File: src/rtl/trh_pkg.sv
// Shared types and constants for the timestamped ring history block.
package trh_pkg;

    localparam int STAMP_W   = 48;
    localparam int PAYLOAD_W = 32;
    localparam int WANT_W    = 16;
    localparam int WINDOW_W  = 32;
    localparam int HELD_W    = 7;
    // Signed compare width: stamp plus sign and borrow room
    localparam int CMP_W     = STAMP_W + 2;

    typedef enum logic [1:0] {
        OP_PUSH   = 2'd0,
        OP_LAST   = 2'd1,
        OP_WINDOW = 2'd2
    } op_t;

    typedef struct packed {
        logic [1:0]           operation;
        logic [STAMP_W-1:0]   stamp;
        logic [PAYLOAD_W-1:0] payload;
        logic [WANT_W-1:0]    want_count;
        logic [WINDOW_W-1:0]  window_ms;
    } in_item_t;

    typedef struct packed {
        logic                 item_valid;
        logic [STAMP_W-1:0]   out_stamp;
        logic [PAYLOAD_W-1:0] out_payload;
        logic                 last_of_run;
        logic [HELD_W-1:0]    held_count;
        logic                 is_full;
    } out_item_t;

    typedef enum logic [2:0] {
        S_IDLE,
        S_HEAD,
        S_SCAN,
        S_PREP,
        S_EMIT,
        S_EMPTY
    } state_t;

    typedef enum logic [1:0] {
        RD_NEWEST,
        RD_WALK,
        RD_EMIT
    } rd_sel_t;

    // Commands from the controller to the datapath
    typedef struct packed {
        logic    push;
        logic    latch_count;
        logic    latch_zero;
        logic    walk_start;
        logic    walk_head;
        logic    walk_step;
        logic    emit_start;
        logic    emit_issue;
        logic    emit_empty;
        logic    mem_rd;
        rd_sel_t rd_sel;
    } cmd_t;

    // Status from the datapath to the controller
    typedef struct packed {
        logic fill_zero;
        logic fill_one;
        logic n_zero;
        logic n_next_full;
        logic stamp_ok;
        logic left_zero;
        logic pend;
        logic out_free;
    } stat_t;

endpackage

File: src/rtl/trh_ctrl.sv
// Controller: sequences push, window walk and result emission.
module trh_ctrl (
    input  logic               clk,
    input  logic               rst_n,
    input  logic               in_valid,
    output logic               in_ready,
    input  logic [1:0]         operation,
    input  trh_pkg::stat_t     st,
    output trh_pkg::cmd_t      cmd
);
    import trh_pkg::*;

    state_t state_reg, state_next;

    // Hold the state
    always_ff @(posedge clk or negedge rst_n)
    begin
        if (!rst_n)
            state_reg <= S_IDLE;
        else
            state_reg <= state_next;
    end

    // Decide next state and commands
    always_comb
    begin
        state_next = state_reg;
        in_ready   = 1'b0;
        cmd        = '0;
        cmd.rd_sel = RD_EMIT;

        case (state_reg)
            S_IDLE:
            begin
                in_ready = 1'b1;
                if (in_valid)
                begin
                    case (operation)
                        OP_PUSH:
                            cmd.push = 1'b1;
                        OP_LAST:
                        begin
                            cmd.latch_count = 1'b1;
                            state_next      = S_PREP;
                        end
                        OP_WINDOW:
                        begin
                            if (st.fill_zero)
                            begin
                                cmd.latch_zero = 1'b1;
                                state_next     = S_PREP;
                            end
                            else
                            begin
                                cmd.walk_start = 1'b1;
                                cmd.mem_rd     = 1'b1;
                                cmd.rd_sel     = RD_NEWEST;
                                state_next     = S_HEAD;
                            end
                        end
                        default: ;
                    endcase
                end
            end

            // Newest record is in; fix the cutoff and read the next older one
            S_HEAD:
            begin
                cmd.walk_head = 1'b1;
                cmd.mem_rd    = 1'b1;
                cmd.rd_sel    = RD_WALK;
                state_next    = st.fill_one ? S_PREP : S_SCAN;
            end

            // Advance while the record lies inside the window and unread records remain
            S_SCAN:
            begin
                if (!st.stamp_ok)
                    state_next = S_PREP;
                else
                begin
                    cmd.walk_step = 1'b1;
                    cmd.mem_rd    = 1'b1;
                    cmd.rd_sel    = RD_WALK;
                    if (st.n_next_full)
                        state_next = S_PREP;
                end
            end

            S_PREP:
            begin
                if (st.n_zero)
                    state_next = S_EMPTY;
                else
                begin
                    cmd.emit_start = 1'b1;
                    state_next     = S_EMIT;
                end
            end

            S_EMIT:
            begin
                if (st.left_zero && !st.pend)
                    state_next = S_IDLE;
                else if (!st.left_zero && !st.pend && st.out_free)
                begin
                    cmd.emit_issue = 1'b1;
                    cmd.mem_rd     = 1'b1;
                    cmd.rd_sel     = RD_EMIT;
                end
            end

            S_EMPTY:
            begin
                if (st.out_free && !st.pend)
                begin
                    cmd.emit_empty = 1'b1;
                    state_next     = S_IDLE;
                end
            end

            default:
                state_next = S_IDLE;
        endcase
    end

endmodule

File: config.mk
export PLATFORM = sky130hd
export DESIGN_NAME = trh_ctrl
export DESIGN_NICKNAME = d
export VERILOG_FILES = /design/src/rtl/trh_pkg.sv /design/src/rtl/trh_ctrl.sv
export SDC_FILE = /design/constraint.sdc
export NUM_CORES = 1
export LEC_CHECK = 0
export ABC_AREA = 1
export BUFFER_PORTS_ARGS = -buffer_cell sky130_fd_sc_hd__clkbuf_2
export CAP_MARGIN = 40
export CORE_AREA = 2 2 39 41
export DETAILED_ROUTE_END_ITERATION = 16
export DIE_AREA = 0 0 41 43
export PLACE_DENSITY_LB_ADDON = 0.3
export SLEW_MARGIN = 20
export SYNTH_ARGS = -nofsm -noshare
export SYNTH_HDL_FRONTEND = slang
export SYNTH_SLANG_ARGS = --single-unit
export TNS_END_PERCENT = 10
File: constraint.sdc
create_clock -name clk -period 1.4 [get_ports clk]
set_clock_uncertainty 0.1 [all_clocks]
set_input_delay 0.14 -clock clk [delete_from_list [all_inputs] [get_ports clk]]
set_output_delay 0.14 -clock clk [all_outputs]
set_load 0.05 [all_outputs]
==> impl_metrics.csv, run 1 <==
group,metric,value,unit
status,status,"complete, but fails checks",
status,violations,"negative setup slack",
routing,dr.pass1.iters,2,
clock_network,numCtsBuffers,3,
worst_hold_path,hold_path_class,"input port to async pin",
floorplan,core,1380,um2
layout,final_nets,125,
critical_path,cp_cell_sequence,"nor2_4 -> inv_2 -> nor2_4 -> inv_2 -> or2_1 -> inv_1 -> buf_8",
run,cap_violations,0,
yosys,netlist_area,388,um2
layout,syn_to_final_growth,116,%
critical_path,critPathRequiredTime,1.16,ns
routing,drc,0,
routing,ant_nets,0,
clock_network,htree_levels,1,
routing,routed_wl,1.19,mm
sta,setup-violations-final,13,
floorplan,rows,14,
yosys,ys_types,16,
grt,overflow,0,
placement,dp_hpwl,987,um
sta,fin_crit,1.65,ns
critical_path,worst-path-max-fanout,3,
placement,place_congestion,0.770,
layout,largest_reg_flops,3,
floorplan,fp.dieH,43,um
grt,antenna_found_initial,0,
layout,nFillCells,127,
pwr,ir_drop,0.00112,V
critical_path,arrival,1.41,ns
critical_path,cp_slowest_cell,"dfrtp_1",
clock_network,clock-sinks,3,
critical_path,cp_slowest_stage_delay,0.39,ns
floorplan,ios,26,
clock_network,postCtsSetupRepairBufs,0,
yosys,ys_ff_latch,3,
critical_path,startpoint_type,"register",
sta,tightest_slew,0.189,ns
pwr,power_leakage,0.477,nW
pwr,power_density,2290,nW/um2
floorplan,die_w,41,um
yosys,syn_avg_cell_area,5.46,um2
grt,grt_max_degree,6,
floorplan,dieArea,1760,um2
placement,port_buffers,25,
sta,period_share,118,%
layout,layout_common_cells,"14 x nand2_1, 13 x inv_1, 12 x clkbuf_2",
layout,final_common_cell,"nand2_1",
yosys,ys_seq_area_share,19.4,%
clock_network,cts_tree,"built",
critical_path,path_class,"register to primary output",
clock_network,clk_pin_slew,0.04,ns
floorplan,start_util,28.0,%
grt,grt_pass1_wl,1.93,mm
yosys,synth_top_area_share,19.4,%
yosys,yosysWarnings,0,
layout,drive_gt1_share,49.5,%
critical_path,cpLargestDelayFamily,"simple AND/OR/NAND/NOR gates",
grt,grt_pass1_vias,517,
sta,hold_viol,0,
sta,fin_hold_ws,0.142,ns
clock_network,cts_buffer_depth,2,
sta,rsz0062_at_grt,"true",
placement,place_inst,122,
layout,multi_input_area,302,um2
yosys,synth.area.top_cells,"dfrtp_1 19%, nand2_1 15%, inv_1 14%, nor2_1 14%, nand3_1 10%",
critical_path,end_kind,"primary output",
sta,report.final.slew_viol_count,0,
routing,num_vias,556,
clock_network,root_buffer,"clkbuf_4",
yosys,synth.largest_area_cell,"dfrtp_1",
yosys,syn-instance-count,71,
layout,final_cells,127,
routing,wl_per_cell,9.39,um
layout,antennaDiodeCount,0,
routing,drtIter0Drc,4,
pwr,total_power,1.92,mW
clock_network,clock_latency,0.23,ns
sta,final.setup.worst_slack,-0.253,ns
sta,max_freq,0.605,GHz
routing,vias_per_cell,4.38,
yosys,synth.net_count,84,
critical_path,crit_buf_inv,4,
sta,relSlewSlack,87.4,%
layout,seq_area,76.3,um2
grt,track_usage,16.5,%
## kinds of logic (layout without fill, tap and decap cells)
family / after synthesis / in the layout / share of synthesized area (%)
AND/OR/NAND/NOR: 46 / 46 / 54.5
buffers and inverters: 17 / 57 / 18.4
flip-flops: 3 / 3 / 19.4
AO/OA/AOI/OAI: 5 / 5 / 7.74
## where the power goes
group / total, mW / internal (mW) / switching, mW
logic: 1.58 / 0.668 / 0.914
registers: 0.183 / 0.134 / 0.0490
clock network: 0.150 / 0.107 / 0.0437
total: 1.92 / 0.909 / 1.01
## worst reg2reg max path, cell delays in order, from the launching register on
cell and delay, ns:
dfrtp_1 0.39, buf_4 0.16, inv_1 0.09, nand3_2 0.12
nor2_1 0.17, nor2_1 0.07, nand3_1 0.06, nand2_1 0.06
## cell type report
| cell class | count | area share [%] |
|---|---|---|
| sequential | 3 | 9.12 |
| multi-input combinational | 51 | 36.0 |
| clock buffer | 4 | 3.14 |
| tap | 16 | 2.39 |
| timing repair buffer | 37 | 42.2 |
| inverter | 16 | 7.17 |
## stage by stage
step / setup WS, ns / cell area [um2] / util (%) / TNS [ns]
floorplan: -0.443 / 440 / - / -2.92
global placement: -0.146 / 657 / 47.5 / -0.778
detailed placement: -0.151 / 657 / 47.5 / -0.879
CTS: -0.288 / 826 / 59.7 / -2.41
global route: -0.323 / 837 / 60.5 / -3.12
finish: -0.253 / 837 / 60.5 / -2.19
## final timing paths
path	from	to	slack, ns	cells after the start
hold / removal	rst_n	state_reg[1]	0.14	2
hold reg to reg	state_reg[0]	state_reg[2]	0.63	3
setup / recovery	state_reg[0]	cmd[8]	-0.25	7
max in group asynchronous	rst_n	state_reg[2]	0.94	2
setup reg to reg	state_reg[0]	state_reg[0]	0.06	7
min in group clk	st[0]	state_reg[0]	0.18	4
## cells in the mapped netlist (all sizes together)
| cell type | number |
|---|---|
| buf | 1 |
| or2 | 2 |
| nor2 | 16 |
| o21ai | 2 |
| dfrtp | 3 |
| o21bai | 1 |
| a21oi | 1 |
| nand2 | 15 |
| nand4 | 2 |
| nor3 | 3 |
| o211ai | 1 |
| nand3 | 8 |
| inv | 16 |
## metal layers
layer  up-vias  track usage (%)  wire [um]
li1        300                -          -
met5         -                0          0
met2        17             27.8        636
met1       237             16.9        476
met3         2             5.76         65
met4         0             8.00         13
## timing repair
action	in CTS	in global routing
endpoints found under the hold margin	3	0
hold buffers	1	0
gates resized for setup	33	8
endpoints found under the setup margin	13	14
gates cloned	0	0
pin swaps	3	0
No activity file was read; power rests on OpenSTA's default activity.
==> run 2, diff against run 1 <==
--- a/config.mk
+++ b/config.mk
@@ -5,7 +5,6 @@
 export SDC_FILE = /design/constraint.sdc
 export NUM_CORES = 1
 export LEC_CHECK = 0
-export ABC_AREA = 1
 export BUFFER_PORTS_ARGS = -buffer_cell sky130_fd_sc_hd__clkbuf_2
 export CAP_MARGIN = 40
 export CORE_AREA = 2 2 39 41
==> run 2 against run 1 <==
The flow still finishes with violations (negative setup slack). Via count down 9.5%. Non-clock buffer count is 6 higher. Total power decreased by 0.83%. Fmax fell by 4.3%. Critical path depth down 3. Synthesized area unchanged. Clock power barely moved. Hold slack got worse by 0.0036 ns. Sequential cell count unchanged. Critical path type unchanged. Critical endpoint is now cmd[1]. Largest cell class unchanged.
==> impl_metrics.csv, run 2 <==
group,metric,value,unit
routing,wl_per_cell,10.8,um
grt,track_usage,15.6,%
yosys,yosysWarnings,0,
yosys,syn_avg_cell_area,8.43,um2
clock_network,cts_buffer_depth,2,
sta,final.setup.worst_slack,-0.327,ns
critical_path,end_kind,"primary output",
pwr,seqPwrFrac,10.7,%
clock_network,clk_pin_slew,0.03,ns
layout,final_common_cell,"buf_4",
layout,final_nets,104,
yosys,synth.net_count,59,
clock_network,root_buffer,"clkbuf_4",
pwr,swShare,48.2,%
clock_network,cts_tree,"built",
layout,drive_gt1_share,67.8,%
grt,grt_util_met3,3.14,%
run,cap_violations,0,
floorplan,fp.dieH,43,um
routing,dr.pass1.iters,3,
grt,grt_max_degree,8,
sta,relSlewSlack,81.0,%
floorplan,die_w,41,um
layout,antennaDiodeCount,0,
routing,drtIter0Drc,2,
sta,rsz0062_at_grt,"true",
yosys,ys_seq_area_share,19.4,%
yosys,synth_top_area_share,19.4,%
status,status,"complete, but fails checks",
clock_network,numCtsBuffers,3,
pwr,clockPowerShare,7.8,%
routing,drc,0,
pwr,power_density,2190,nW/um2
routing,ant_nets,0,
floorplan,dieArea,1760,um2
grt,overflow,0,
pwr,total_power,1.90,mW
layout,largest_reg_flops,3,
yosys,synthFlopType,"dfrtp_1",
grt,use_met2,26.6,%
clock_network,clock-sinks,3,
placement,dp_hpwl,941,um
sta,fin_hold_ws,0.138,ns
yosys,ys_ff_latch,3,
pwr,p_int,0.984,mW
yosys,post-synth-top-count-cell,"nor3_1",
yosys,ys_top_cells_by_count,"5 x nor3_1, 4 x inv_1, 4 x nand2_1",
critical_path,path_class,"register to primary output",
clock_network,clock_latency,0.23,ns
sta,max_freq,0.579,GHz
pwr,comb_power_share,81.5,%
yosys,synth-edff-count,0,
status,violations,"negative setup slack",
floorplan,start_util,28.0,%
critical_path,worst-path-max-fanout,7,
floorplan,rows,14,
sta,fin_crit,1.73,ns
floorplan,ios,26,
sta,tightest_slew,0.285,ns
layout,fin_util,62.7,%
worst_hold_path,hold_path_class,"input port to async pin",
yosys,syn-instance-count,46,
sta,period_share,123,%
sta,report.final.slew_viol_count,0,
yosys,synth.largest_area_cell,"dfrtp_1",
grt,grt-busiest-layer,"met2",
pwr,power_switching,0.915,mW
yosys,async_reset_ff_share,100,%
grt,antenna_found_initial,0,
floorplan,core,1380,um2
placement,port_buffers,25,
grt,grt_pass1_vias,483,
yosys,synth.area.top_cells,"dfrtp_1 19%, a311oi_2 7.7%, nor3_1 6.5%, nor3b_2 6.5%, buf_6 5.8%",
routing,num_vias,503,
pwr,ir_drop,0.000900,V
routing,routed_wl,1.15,mm
layout,layout_common_cells,"16 x buf_4, 12 x clkbuf_2, 9 x buf_8",
clock_network,htree_levels,1,
sta,setup-violations-final,14,
yosys,netlist_area,388,um2
critical_path,arrival,1.49,ns
sta,hold_viol,0,
routing,vias_per_cell,4.75,
critical_path,startpoint_type,"register",
layout,syn_to_final_growth,124,%
placement,place_congestion,0.763,
critical_path,critPathRequiredTime,1.16,ns
grt,grt_use_met1,17.9,%
grt,grt_pass1_wl,1.87,mm
pwr,power_leakage,0.430,nW
yosys,ys_types,25,
## run 2: cell types whose count changed after synthesis, moves of 3 or more
cell	before	now
nand2b_1	0	3
nand3_1	8	0
nand2_1	15	4
nor2_1	14	3
inv_1	14	4
## run 2: final timing paths
path | startpoint | end | slack, ns | depth (start not counted)
max | state_reg[1] | cmd[1] | -0.33 | 4
min | rst_n | state_reg[2] | 0.14 | 2
max reg2reg | state_reg[0] | state_reg[0] | -0.04 | 5
min reg2reg | state_reg[0] | state_reg[2] | 0.56 | 2
max in group asynchronous | rst_n | state_reg[1] | 0.94 | 2
min in group clk | st[7] | state_reg[1] | 0.20 | 4
## run 2: critical path, cell delays in order (launching register included)
cell,delay (ns)
dfrtp_2,0.43
and2b_1,0.22
a311oi_2,0.29
or2_1,0.17
buf_8,0.15
## run 2: power by group through the flow
stage               logic, mW  registers, mW  clock network [mW]
global route             1.64          0.213               0.165
detailed placement       1.28          0.197                   0
floorplan               0.957          0.149                   0
global placement         1.28          0.194                   0
CTS                      1.50          0.202               0.155
finish                   1.55          0.204               0.148
## run 2: repair_timing
item                                   4_1_cts  5_1_grt
setup endpoints to repair                   15       16
pin swaps                                    3        0
gates resized for setup                     31       11
endpoints found under the hold margin        3        0
hold buffers                                 1        0
buffers inserted                             0        0
## run 2: per-layer routing
layer | up-vias | share of wire [%]
li1 | 254 | -
met1 | 233 | 38
met2 | 16 | 57
met3 | 0 | 5.2
met4 | 0 | 0
met5 | - | 0
## run 2: area by class of cell
class                   count  area, um2
inverters                   4       15.0
well taps                  16       20.0
clock buffers               4       26.3
repair buffers             43        389
multi-input cells          36        340
fillers                   120        515
flip-flops and latches      3       77.6
## run 2: metrics by stage
stage	TNS [ns]	area, um2	setup WS [ns]	instances
after detailed placement	-1.37	699	-0.227	101
after global placement	-1.28	699	-0.205	101
after global routing	-3.94	868	-0.395	106
after CTS	-3.21	855	-0.343	106
after floorplan	-4.26	460	-0.597	46
final	-2.88	868	-0.327	106
## run 2: logic make-up (layout without fill, tap and decap cells)
group                  count (synthesis)  count (layout)  share of synthesized area, %
muxes                                  1               1                          2.58
DFF                                    3               3                          19.4
AOI/OAI and AO/OA                      8               8                          20.0
buffers and inverters                  7              51                          11.0
and+or+nand+nor                       27              27                          47.1
